[config.mk]
export PLATFORM = sky130hd
export DESIGN_NAME = round_robin_task_scheduler
export DESIGN_NICKNAME = d
export VERILOG_FILES = /design/src/sv/rrts_pkg.sv /design/src/sv/round_robin_task_scheduler.sv /design/src/sv/rrts_ram.sv
export SDC_FILE = /design/constraint.sdc
export NUM_CORES = 1
export LEC_CHECK = 0
export ABC_AREA = 0
export BUFFER_PORTS_ARGS = -buffer_cell sky130_fd_sc_hd__clkbuf_2
export CORE_MARGIN = 2
export CORE_UTILIZATION = 50
export CTS_BUF_LIST = sky130_fd_sc_hd__clkbuf_4 sky130_fd_sc_hd__clkbuf_8
export CTS_CLUSTER_DIAMETER = 80
export CTS_CLUSTER_SIZE = 10
export DETAILED_ROUTE_END_ITERATION = 6
export PLACE_DENSITY = 0.66
export SLEW_MARGIN = 0
export SYNTH_ARGS = -nofsm -noshare
export SYNTH_HDL_FRONTEND = slang
export SYNTH_SLANG_ARGS = --single-unit
[constraint.sdc]
create_clock -name i_clk -period 5.15 [get_ports i_clk]
set_clock_uncertainty 0.15 [all_clocks]
set_input_delay 0.2575 -clock i_clk [delete_from_list [all_inputs] [get_ports i_clk]]
set_output_delay 0.2575 -clock i_clk [all_outputs]
set_load 0.05 [all_outputs]
[src/sv/rrts_pkg.sv]
// Shared types and constants for the round-robin task scheduler.
// No dependencies.
package rrts_pkg;

    localparam int ID_W        = 4;
    localparam int SLICE_W     = 16;
    localparam int CNT_W       = 5;
    localparam logic [SLICE_W-1:0] SLICE_RESET = 16'd10;

    typedef enum logic [1:0] {
        REQ_ADD   = 2'd0,
        REQ_TICK  = 2'd1,
        REQ_YIELD = 2'd2,
        REQ_BLOCK = 2'd3
    } t_req;

    typedef enum logic [1:0] {
        ST_OK        = 2'd0,
        ST_DUP_ADD   = 2'd1,
        ST_NOT_READY = 2'd2
    } t_status;

    typedef struct packed {
        t_req            req_type;
        logic [ID_W-1:0] task_id;
    } t_cmd;

    typedef struct packed {
        logic [ID_W-1:0]  current_task;
        logic             current_valid;
        logic             switched;
        t_status          status;
        logic [CNT_W-1:0] ready_count;
    } t_result;

endpackage

[src/sv/round_robin_task_scheduler.sv]
// Round-robin time-slice scheduler: circular doubly linked ready queue held in
// one RAM indexed by task (links and slice counters). Depends on rrts_pkg and rrts_ram.
// Rejected and no-op items, an add to an empty queue and a block of the last task go
// straight to S_DONE; tick and yield pass S_T1 or S_Y1, other adds the A states, other blocks the B states.
// One item in flight; start is taken again the cycle after the strobe; no output stall.
// Reset clears the queue, ready flags and slice setting (10); no clearing pass.
module round_robin_task_scheduler #(
    parameter int MAX_TASKS = 16
) (
    input  logic                         i_clk,
    input  logic                         i_rst_n,
    input  logic                         start,
    output logic                         busy,
    input  rrts_pkg::t_cmd               i_cmd,
    output logic                         o_done,
    output rrts_pkg::t_result            o_result,
    input  logic                         i_cfg_valid,
    output logic                         o_cfg_ready,
    input  logic [rrts_pkg::SLICE_W-1:0] i_cfg_data
);

    import rrts_pkg::*;

    localparam int NID = (MAX_TASKS < (1 << ID_W)) ? MAX_TASKS : (1 << ID_W);
    localparam int AW  = $clog2(NID);
    localparam int LW  = $clog2(NID + 1);

    typedef struct packed {
        logic [AW-1:0]      nxt;
        logic [AW-1:0]      prv;
        logic [SLICE_W-1:0] slice;
    } t_link;

    localparam int LINK_W = $bits(t_link);

    typedef enum logic [10:0] {
        S_IDLE = 11'b000_0000_0001,
        S_T1   = 11'b000_0000_0010,
        S_Y1   = 11'b000_0000_0100,
        S_A1   = 11'b000_0000_1000,
        S_A2   = 11'b000_0001_0000,
        S_A3   = 11'b000_0010_0000,
        S_B1   = 11'b000_0100_0000,
        S_B2   = 11'b000_1000_0000,
        S_B3   = 11'b001_0000_0000,
        S_B4   = 11'b010_0000_0000,
        S_DONE = 11'b100_0000_0000
    } t_state;

    t_state             r_state, n_state;
    logic [LW-1:0]      r_len, n_len;
    logic [AW-1:0]      r_head, n_head;
    logic [NID-1:0]     r_ready, n_ready;
    logic [SLICE_W-1:0] r_slice_default;

    logic [AW-1:0]      r_id, n_id;
    logic [AW-1:0]      r_tail, n_tail;
    logic [AW-1:0]      r_prev, n_prev;
    logic [AW-1:0]      r_next, n_next;
    logic               r_switched, n_switched;
    t_status            r_status, n_status;

    logic               ram_we;
    logic [AW-1:0]      ram_waddr;
    t_link              ram_wdata;
    logic [AW-1:0]      ram_raddr;
    logic [LINK_W-1:0]  ram_rdata;
    t_link              rd;

    logic [AW-1:0]      id_a;
    logic               id_ok;

    rrts_ram #(
        .WIDTH (LINK_W),
        .DEPTH (NID)
    ) u_link_ram (
        .i_clk   (i_clk),
        .i_we    (ram_we),
        .i_waddr (ram_waddr),
        .i_wdata (ram_wdata),
        .i_raddr (ram_raddr),
        .o_rdata (ram_rdata)
    );

    assign rd    = t_link'(ram_rdata);
    assign id_a  = i_cmd.task_id[AW-1:0];
    assign id_ok = (32'(i_cmd.task_id) < MAX_TASKS);

    always_comb begin
        n_state    = r_state;
        n_len      = r_len;
        n_head     = r_head;
        n_ready    = r_ready;
        n_id       = r_id;
        n_tail     = r_tail;
        n_prev     = r_prev;
        n_next     = r_next;
        n_switched = r_switched;
        n_status   = r_status;
        ram_we     = 1'b0;
        ram_waddr  = r_id;
        ram_wdata  = '0;
        ram_raddr  = r_head;

        case (r_state)
            S_IDLE: begin
                if (start) begin
                    n_id       = id_a;
                    n_switched = 1'b0;
                    n_status   = ST_OK;
                    n_state    = S_DONE;
                    case (i_cmd.req_type)
                        REQ_ADD: begin
                            if (!id_ok) begin
                                n_state = S_DONE;
                            end else if (r_ready[id_a]) begin
                                n_status = ST_DUP_ADD;
                            end else if (r_len == '0) begin
                                ram_we         = 1'b1;
                                ram_waddr      = id_a;
                                ram_wdata      = '{nxt: id_a, prv: id_a, slice: r_slice_default};
                                n_head         = id_a;
                                n_len          = LW'(1);
                                n_ready[id_a]  = 1'b1;
                                n_switched     = 1'b1;
                            end else begin
                                n_state = S_A1;
                            end
                        end
                        REQ_TICK: begin
                            if (r_len != '0) begin
                                n_state = S_T1;
                            end
                        end
                        REQ_YIELD: begin
                            if (r_len > LW'(1)) begin
                                n_state = S_Y1;
                            end
                        end
                        REQ_BLOCK: begin
                            if (!id_ok || !r_ready[id_a]) begin
                                n_status = ST_NOT_READY;
                            end else if (r_len == LW'(1)) begin
                                n_ready[id_a] = 1'b0;
                                n_len         = '0;
                            end else begin
                                ram_raddr = id_a;
                                n_state   = S_B1;
                            end
                        end
                        default: n_state = S_DONE;
                    endcase
                end
            end
            S_T1: begin
                ram_we    = 1'b1;
                ram_waddr = r_head;
                if (rd.slice[SLICE_W-1:1] == '0) begin
                    ram_wdata  = '{nxt: rd.nxt, prv: rd.prv, slice: r_slice_default};
                    n_head     = rd.nxt;
                    n_switched = (rd.nxt != r_head);
                end else begin
                    ram_wdata = '{nxt: rd.nxt, prv: rd.prv, slice: rd.slice - 1'b1};
                end
                n_state = S_DONE;
            end
            S_Y1: begin
                n_head     = rd.nxt;
                n_switched = 1'b1;
                n_state    = S_DONE;
            end
            S_A1: begin
                n_tail    = rd.prv;
                ram_we    = 1'b1;
                ram_waddr = r_head;
                ram_wdata = '{nxt: (r_len == LW'(1)) ? r_id : rd.nxt, prv: r_id,
                              slice: rd.slice};
                if (r_len == LW'(1)) begin
                    n_state = S_A3;
                end else begin
                    ram_raddr = rd.prv;
                    n_state   = S_A2;
                end
            end
            S_A2: begin
                ram_we    = 1'b1;
                ram_waddr = r_tail;
                ram_wdata = '{nxt: r_id, prv: rd.prv, slice: rd.slice};
                n_state   = S_A3;
            end
            S_A3: begin
                ram_we        = 1'b1;
                ram_waddr     = r_id;
                ram_wdata     = '{nxt: r_head, prv: r_tail, slice: r_slice_default};
                n_ready[r_id] = 1'b1;
                n_len         = r_len + 1'b1;
                n_state       = S_DONE;
            end
            S_B1: begin
                n_prev    = rd.prv;
                n_next    = rd.nxt;
                ram_raddr = rd.prv;
                n_state   = S_B2;
            end
            S_B2: begin
                ram_we    = 1'b1;
                ram_waddr = r_prev;
                ram_wdata = '{nxt: r_next, prv: (r_prev == r_next) ? r_prev : rd.prv,
                              slice: rd.slice};
                if (r_prev == r_next) begin
                    n_state = S_B4;
                end else begin
                    ram_raddr = r_next;
                    n_state   = S_B3;
                end
            end
            S_B3: begin
                ram_we    = 1'b1;
                ram_waddr = r_next;
                ram_wdata = '{nxt: rd.nxt, prv: r_prev, slice: rd.slice};
                n_state   = S_B4;
            end
            S_B4: begin
                n_ready[r_id] = 1'b0;
                n_len         = r_len - 1'b1;
                if (r_id == r_head) begin
                    n_head     = r_next;
                    n_switched = 1'b1;
                end
                n_state = S_DONE;
            end
            S_DONE: begin
                n_state = S_IDLE;
            end
            default: n_state = S_IDLE;
        endcase
    end

    always_ff @(posedge i_clk) begin
        if (!i_rst_n) begin
            r_state         <= S_IDLE;
            r_len           <= '0;
            r_head          <= '0;
            r_ready         <= '0;
            r_slice_default <= SLICE_RESET;
        end else begin
            r_state <= n_state;
            r_len   <= n_len;
            r_head  <= n_head;
            r_ready <= n_ready;
            if (i_cfg_valid && o_cfg_ready) begin
                r_slice_default <= i_cfg_data;
            end
        end
    end

    always_ff @(posedge i_clk) begin
        r_id       <= n_id;
        r_tail     <= n_tail;
        r_prev     <= n_prev;
        r_next     <= n_next;
        r_switched <= n_switched;
        r_status   <= n_status;
    end

    assign busy        = (r_state != S_IDLE);
    assign o_cfg_ready = 1'b1;
    assign o_done      = (r_state == S_DONE);

    always_comb begin
        o_result.current_valid = (r_len != '0);
        o_result.current_task  = (r_len != '0) ? ID_W'(r_head) : '0;
        o_result.switched      = r_switched;
        o_result.status        = r_status;
        o_result.ready_count   = CNT_W'(r_len);
    end

endmodule

[src/sv/rrts_ram.sv]
// Generic single-write, single-read RAM with registered read data.
// No dependencies.
module rrts_ram #(
    parameter int WIDTH = 8,
    parameter int DEPTH = 16
) (
    input  logic                     i_clk,
    input  logic                     i_we,
    input  logic [$clog2(DEPTH)-1:0] i_waddr,
    input  logic [WIDTH-1:0]         i_wdata,
    input  logic [$clog2(DEPTH)-1:0] i_raddr,
    output logic [WIDTH-1:0]         o_rdata
);

    logic [WIDTH-1:0] r_mem [DEPTH];
    logic [WIDTH-1:0] r_rdata;

    always_ff @(posedge i_clk) begin
        if (i_we) begin
            r_mem[i_waddr] <= i_wdata;
        end
        r_rdata <= r_mem[i_raddr];
    end

    assign o_rdata = r_rdata;

endmodule

==> impl_metrics.toml, run 1 <==
[layout]
antenna_cells = 0
drive_gt1_share_pct = 16.11
multi_input_area_sq_um = 7266
nFillCells = 3451
syn_to_final_growth_pct = 9.782
seqCellArea_sq_um = 13620
final_nets = 1817

[logic_synthesis]
synth_compound_area_share_pct = 13.33
synth_top_family_by_area = "simple AND/OR/NAND/NOR gates"
yosys.area.top_type = "edfxtp_1"
synthTopCellsByArea = "edfxtp_1 56%, dfxtp_1 7.1%, nand3_1 3.1%, mux2_2 2.5%, o21ai_0 2.4%"
async_flop_share_pct = 0
ys_seq_elements = 479
synth_fa_ha_area_share_pct = 0.5253
synth_mux_area_share_pct = 4.640
synth_fp_nets = 1774
yosys-top-cells-count = "403 x edfxtp_1, 133 x nand3_1, 131 x nor2_1"
synthXorXnorAreaFrac_pct = 0.9397
synth_flop_cell = "edfxtp_1"
yosysUniqueCellTypes = 84
syn_area_sq_um = 21440
synth_top_area_share_pct = 56.45
yosys.area_share.simple_pct = 13.86
yosysMostFrequentCell = "edfxtp_1"
ys_warn_count = 0
ys_seq_area_share_pct = 63.55
synthCells = 1739
syn_area_per_cell_sq_um = 12.33
synth_edf_count = 403

[sta]
setup_viol = 0
worst_pin_slew_ps = 1193
fmaxAchievable_ghz = 0.2233
rsz0062_at_grt = "no"
slew_viol_final = 0
fin_crit_sh_pct = 86.94
fin_tns_setup_ps = 0
period_needed_ps = 4478
slew_headroom_pct = 19.90
hold_violations = 0

[run_status]
outcome = "completed"

[place]
gp_congestion = 0.9362
port_buffers = 40
dp_hpwl_mm = 37.07

[flow_run]
drv_cap = 0

[critical_path]
critical_path_peak_fanout = 30
crit_type = "reg2reg"
arrival_ps = 4840
worstSetupStartpointType = "flop"
cp-end-kind = "flop"
reg2regPathDepth = 10
required_ps = 5510

[clock_tree]
htree_levels = 2
cts_resized = 0
postCtsSetupBuffers = 0
root_buffer = "clkbuf_8"
clkLatencyLatePin_ps = 670
path_clk_slew_ps = 100
tritoncts = "done"
holdBufCountCts = 25
clock_tree.buffer_depth = 3
clock_sinks = 479
cts_buffers = 53

[floorplanning]
initial_core_util_pct = 50.88
die_y_microns = 211.1
die_area_sq_um = 44550
num_rows = 75
dieWidth_microns = 211.1
ios = 42
core_area_sq_um = 42130

[drt]
viasPerCell = 6.560
drt_iter0_markers = 1987
wl_per_cell_microns = 25.55
ant_nets = 0
drt-total-wl_mm = 60.09
drt_first_pass_iters = 6
route.detailed.drc = 0
dr_total_vias = 15430

[power_and_ir_drop]
seq_power_share_pct = 52.4
p_clk_share_pct = 28.8
leakagePower_nw = 7.947
p_comb_share_pct = 18.9
net-switching-power_mw = 2.613
p_sw_share_pct = 30.00
power.total_mw = 8.712
p_int_mw = 6.099
cellPowerDensity_nw_per_um2 = 370.2
irDropWorstVdd_uv = 189.1

[hold_path]
hold_depth = 1
hold_path.class = "in2reg"

[global_routing]
top_usage_layer = "met2"
grt_util_met1_pct = 38.53
gr-usage-met3_pct = 5.055
grt_max_degree = 74
grt_pass1_wl_mm = 91.29
grt_use_met2_pct = 42.13
grt-ovfl-total = 0
grt.total_usage_pct = 26.98
grt_pass1_vias = 14970
antenna_found_initial = 0
==> state kept, by name, indices dropped and copies added (netlist names), named ones only <==
signal              cells
r_head                  4
r_id                    4
r_len                   5
r_next                  4
r_prev                  4
r_slice_default        16
r_state                11
r_status                2
r_switched              1
r_tail                  4
u_link_ram.o_rdata     24
u_link_ram.r_mem      384
==> metal layers <==
metal  vias to the layer above  routed length (microns)
met2                       773                    27590
met5                         -                        0
met3                        99                     5370
met4                         0                     1392
li1                       6856                        -
met1                      7700                    25740
==> power groups by stage <==
| stage | registers [mW] | clock network, mW | logic, mW |
|---|---|---|---|
| 2_1_floorplan | 4.53 | 0 | 1.10 |
| 3_3_place_gp | 4.64 | 0 | 1.57 |
| 3_5_place_dp | 4.64 | 0 | 1.59 |
| 4_1_cts | 4.55 | 2.55 | 1.61 |
| 5_1_grt | 4.57 | 2.69 | 1.76 |
| 6_report | 4.56 | 2.51 | 1.64 |
==> metrics by stage <==
step / hold WS, ps / instances / util [%] / instance area (sq um) / setup WS, ps
2_1_floorplan: 169.4 / 1739 / - / 21440 / 863.7
3_3_place_gp: 328.9 / 2240 / 52.92 / 22300 / 902.7
5_1_grt: 75.15 / 2352 / 55.86 / 23540 / 429.0
6_report: 79.99 / 2352 / 55.86 / 23540 / 672.5
4_1_cts: 35.17 / 2351 / 55.84 / 23530 / 782.4
3_5_place_dp: 332.3 / 2240 / 52.92 / 22300 / 795.3
==> area by class of cell <==
type / count / share of cell area [%]
Sequential cell: 479 / 57.88
Multi-Input combinational cell: 1109 / 30.87
Clock buffer: 85 / 4.120
Timing Repair Buffer: 125 / 3.987
Tap cell: 539 / 2.865
Inverter: 14 / 0.2233
Clock inverter: 1 / 0.04785
==> cell usage in the layout, fill, tap and decap left out, types with 11 or more instances in the layout <==
| cell | netlist | layout |
|---|---|---|
| dlygate4sd3_1 | 0 | 25 |
| and3_1 | 29 | 29 |
| mux2_2 | 47 | 47 |
| edfxtp_1 | 403 | 403 |
| clkbuf_8 | 0 | 53 |
| xnor2_1 | 16 | 16 |
| nand3_1 | 133 | 133 |
| o21ai_1 | 14 | 15 |
| nor3_1 | 25 | 25 |
| o22ai_1 | 39 | 39 |
| inv_1 | 14 | 14 |
| a221o_1 | 15 | 15 |
| nor4_1 | 31 | 30 |
| clkbuf_4 | 0 | 32 |
| nand2_1 | 81 | 80 |
| mux2i_1 | 42 | 42 |
| a21oi_1 | 64 | 64 |
| a311oi_1 | 29 | 29 |
| o21ai_0 | 102 | 101 |
| dfxtp_1 | 76 | 76 |
| nor2_1 | 131 | 115 |
| clkbuf_2 | 0 | 40 |
| a211oi_1 | 47 | 47 |
| nand4_1 | 58 | 58 |
| a31oi_1 | 23 | 23 |
| nor2b_1 | 16 | 15 |
| o21a_1 | 24 | 24 |
| a222oi_1 | 11 | 11 |
| nor2_2 | 1 | 13 |
| buf_4 | 7 | 57 |
==> path summary, 6_finish.rpt <==
check                                        start  slack, ps                    end
worst max-delay path                      r_len[0]        670  u_link_ram.o_rdata[6]
worst min-delay path                      i_cmd[0]         80                r_id[0]
worst max register to register            r_len[0]        670  u_link_ram.o_rdata[6]
worst min register to register  r_slice_default[4]        390     r_slice_default[4]
==> worst max-delay path: stages (launching register included) <==
cell and delay, ps:
dfxtp_1 480, ha_1 230, or4b_1 620, nand4b_1 270, o22ai_4 180, a311oi_2 500
and2_2 700, buf_4 320, nand4_1 120, a311oi_1 580, nor4_1 130
==> cell families after synthesis <==
logic type | count (synthesis)
AO/OA/AOI/OAI | 414
other | 1
flip-flops | 479
adder cells (fa/ha/maj) | 9
multiplexers | 91
AND/OR/NAND/NOR | 571
XOR/XNOR | 23
buffers and inverters | 151
Note: power is estimated with default switching activity, not from simulation.
==> inputs of run 2 (changes only) <==
Settings changed: CORE_UTILIZATION 50 to 60, PLACE_DENSITY 0.66 to 0.77.
==> impl_metrics.toml, run 2 (synthesis results as in run 1) <==
[run_status]
outcome = "finished with violations"
violations = "DRC"

[flow_run]
drv_cap = 0

[floorplanning]
core_area_sq_um = 35400
initial_core_util_pct = 60.57
num_rows = 69
ios = 42
die_area_sq_um = 37260
dieWidth_microns = 193.0
die_y_microns = 193.0

[critical_path]
required_ps = 5460
crit_type = "reg2reg"
worstSetupStartpointType = "flop"
arrival_ps = 4870
rrSetupSlack_ps = 590
critical_path_peak_fanout = 50
cp-end-kind = "flop"

[clock_tree]
clock_sinks = 479
path_clk_slew_ps = 80
clkLatencyLatePin_ps = 630
tritoncts = "done"
clock_tree.buffer_depth = 3
cts_buffers = 53
htree_levels = 2
root_buffer = "clkbuf_8"
holdBufCountCts = 25
cts_resized = 0
postCtsSetupBuffers = 0

[place]
gp_congestion = 0.9107
dp_hpwl_mm = 36.88
port_buffers = 40
dp_slack_ps = 787.0

[drt]
dr_total_vias = 15880
drt_iter0_markers = 2159
viasPerCell = 6.949
ant_nets = 0
wl_per_cell_microns = 25.95
route.detailed.drc = 39
drt-total-wl_mm = 59.31
drt_first_pass_iters = 7

[sta]
fin_tns_setup_ps = 0
fin_crit_sh_pct = 88.61
hold_violations = 0
rsz0062_at_grt = "no"
slew_viol_final = 0
setup_ws_ps = 586.6
fmaxAchievable_ghz = 0.2191
slew_headroom_pct = 29.37
setup_viol = 0
holdWs_ps = 125.8
worst_pin_slew_ps = 1050
period_needed_ps = 4563

[global_routing]
antenna_found_initial = 0
grt_max_degree = 74
grt.total_usage_pct = 31.65
grt-ovfl-total = 0
grt_pass1_vias = 14770
grt_pass1_wl_mm = 88.44

[layout]
largest_reg_flops = 384
final_nets = 1819
drive_gt1_share_pct = 16.61
layout_commonest_cell = "edfxtp_1"
utilization_pct = 66.43
syn_to_final_growth_pct = 9.677
layout_common_cells = "403 x edfxtp_1, 133 x nand3_1, 115 x nor2_1"
antenna_cells = 0
top_register = "u_link_ram.r_mem"

[power_and_ir_drop]
irDropWorstVdd_uv = 211.2
p_clk_share_pct = 29.0
power.total_mw = 8.693
leakagePower_nw = 7.997
cellPowerDensity_nw_per_um2 = 369.7
p_int_mw = 6.151
net-switching-power_mw = 2.543
seq_power_share_pct = 52.8
p_sw_share_pct = 29.25
p_comb_share_pct = 18.2

[hold_path]
hold_path.class = "in2reg"
==> run 2: cell count changes in the layout (fill, tap and decap cells not counted) <==
cell	change
nor2_2	+4
clkbuf_4	+7
clkinvlp_4	+2
buf_4	+1
nor2_4	-4
buf_12	+1
==> run 2: cell type report <==
cell class	instances	area, sq um
inverters	14	52.55
multi-input cells	1109	7246
clock inverters	3	26.28
fillers	2569	11880
flip-flops and latches	479	13620
well taps	461	576.8
clock buffers	92	1022
repair buffers	127	965.9
==> run 2: power by group through the flow <==
stage / logic [mW] / clock network, mW / registers [mW]
after floorplan: 1.10 / 0 / 4.53
after global placement: 1.49 / 0 / 4.65
after detailed placement: 1.53 / 0 / 4.66
after CTS: 1.55 / 2.55 / 4.57
after global routing: 1.68 / 2.70 / 4.59
final: 1.58 / 2.52 / 4.59
==> run 2: worst paths after layout <==
path / start / cells after the start / endpoint
hold reg to reg: r_slice_default[14] / 2 / r_slice_default[14]
setup / recovery: r_len[0] / 11 / u_link_ram.o_rdata[16]
setup reg to reg: r_len[0] / 11 / u_link_ram.o_rdata[16]
hold / removal: i_cmd[0] / 3 / r_head[0]
==> run 2: worst max-delay path: stages (launching register included) <==
cell and delay [ps]:
dfxtp_1 500, ha_1 230, or4b_1 630, or3_1 430
o2111ai_2 280, o2bb2ai_4 180, buf_4 510, nor2_1 130
nand2_1 470, buf_12 250, o22ai_1 160, nor4_1 450
==> run 2: per-stage QoR <==
stage	area [sq um]	cells
2_1_floorplan	21440	1739
3_3_place_gp	22210	2165
3_5_place_dp	22210	2165
4_1_cts	23510	2285
5_1_grt	23510	2285
6_report	23510	2285
==> run 2: per-layer routing <==
layer	wire length, microns	part of all wire (%)	track usage [%]	vias up
met2	27460	46	50.03	1114
met1	23190	39	44.65	7751
met3	6354	11	4.652	150
li1	-	-	-	6864
met5	0	0	0	-
met4	2299	3.9	12.53	0
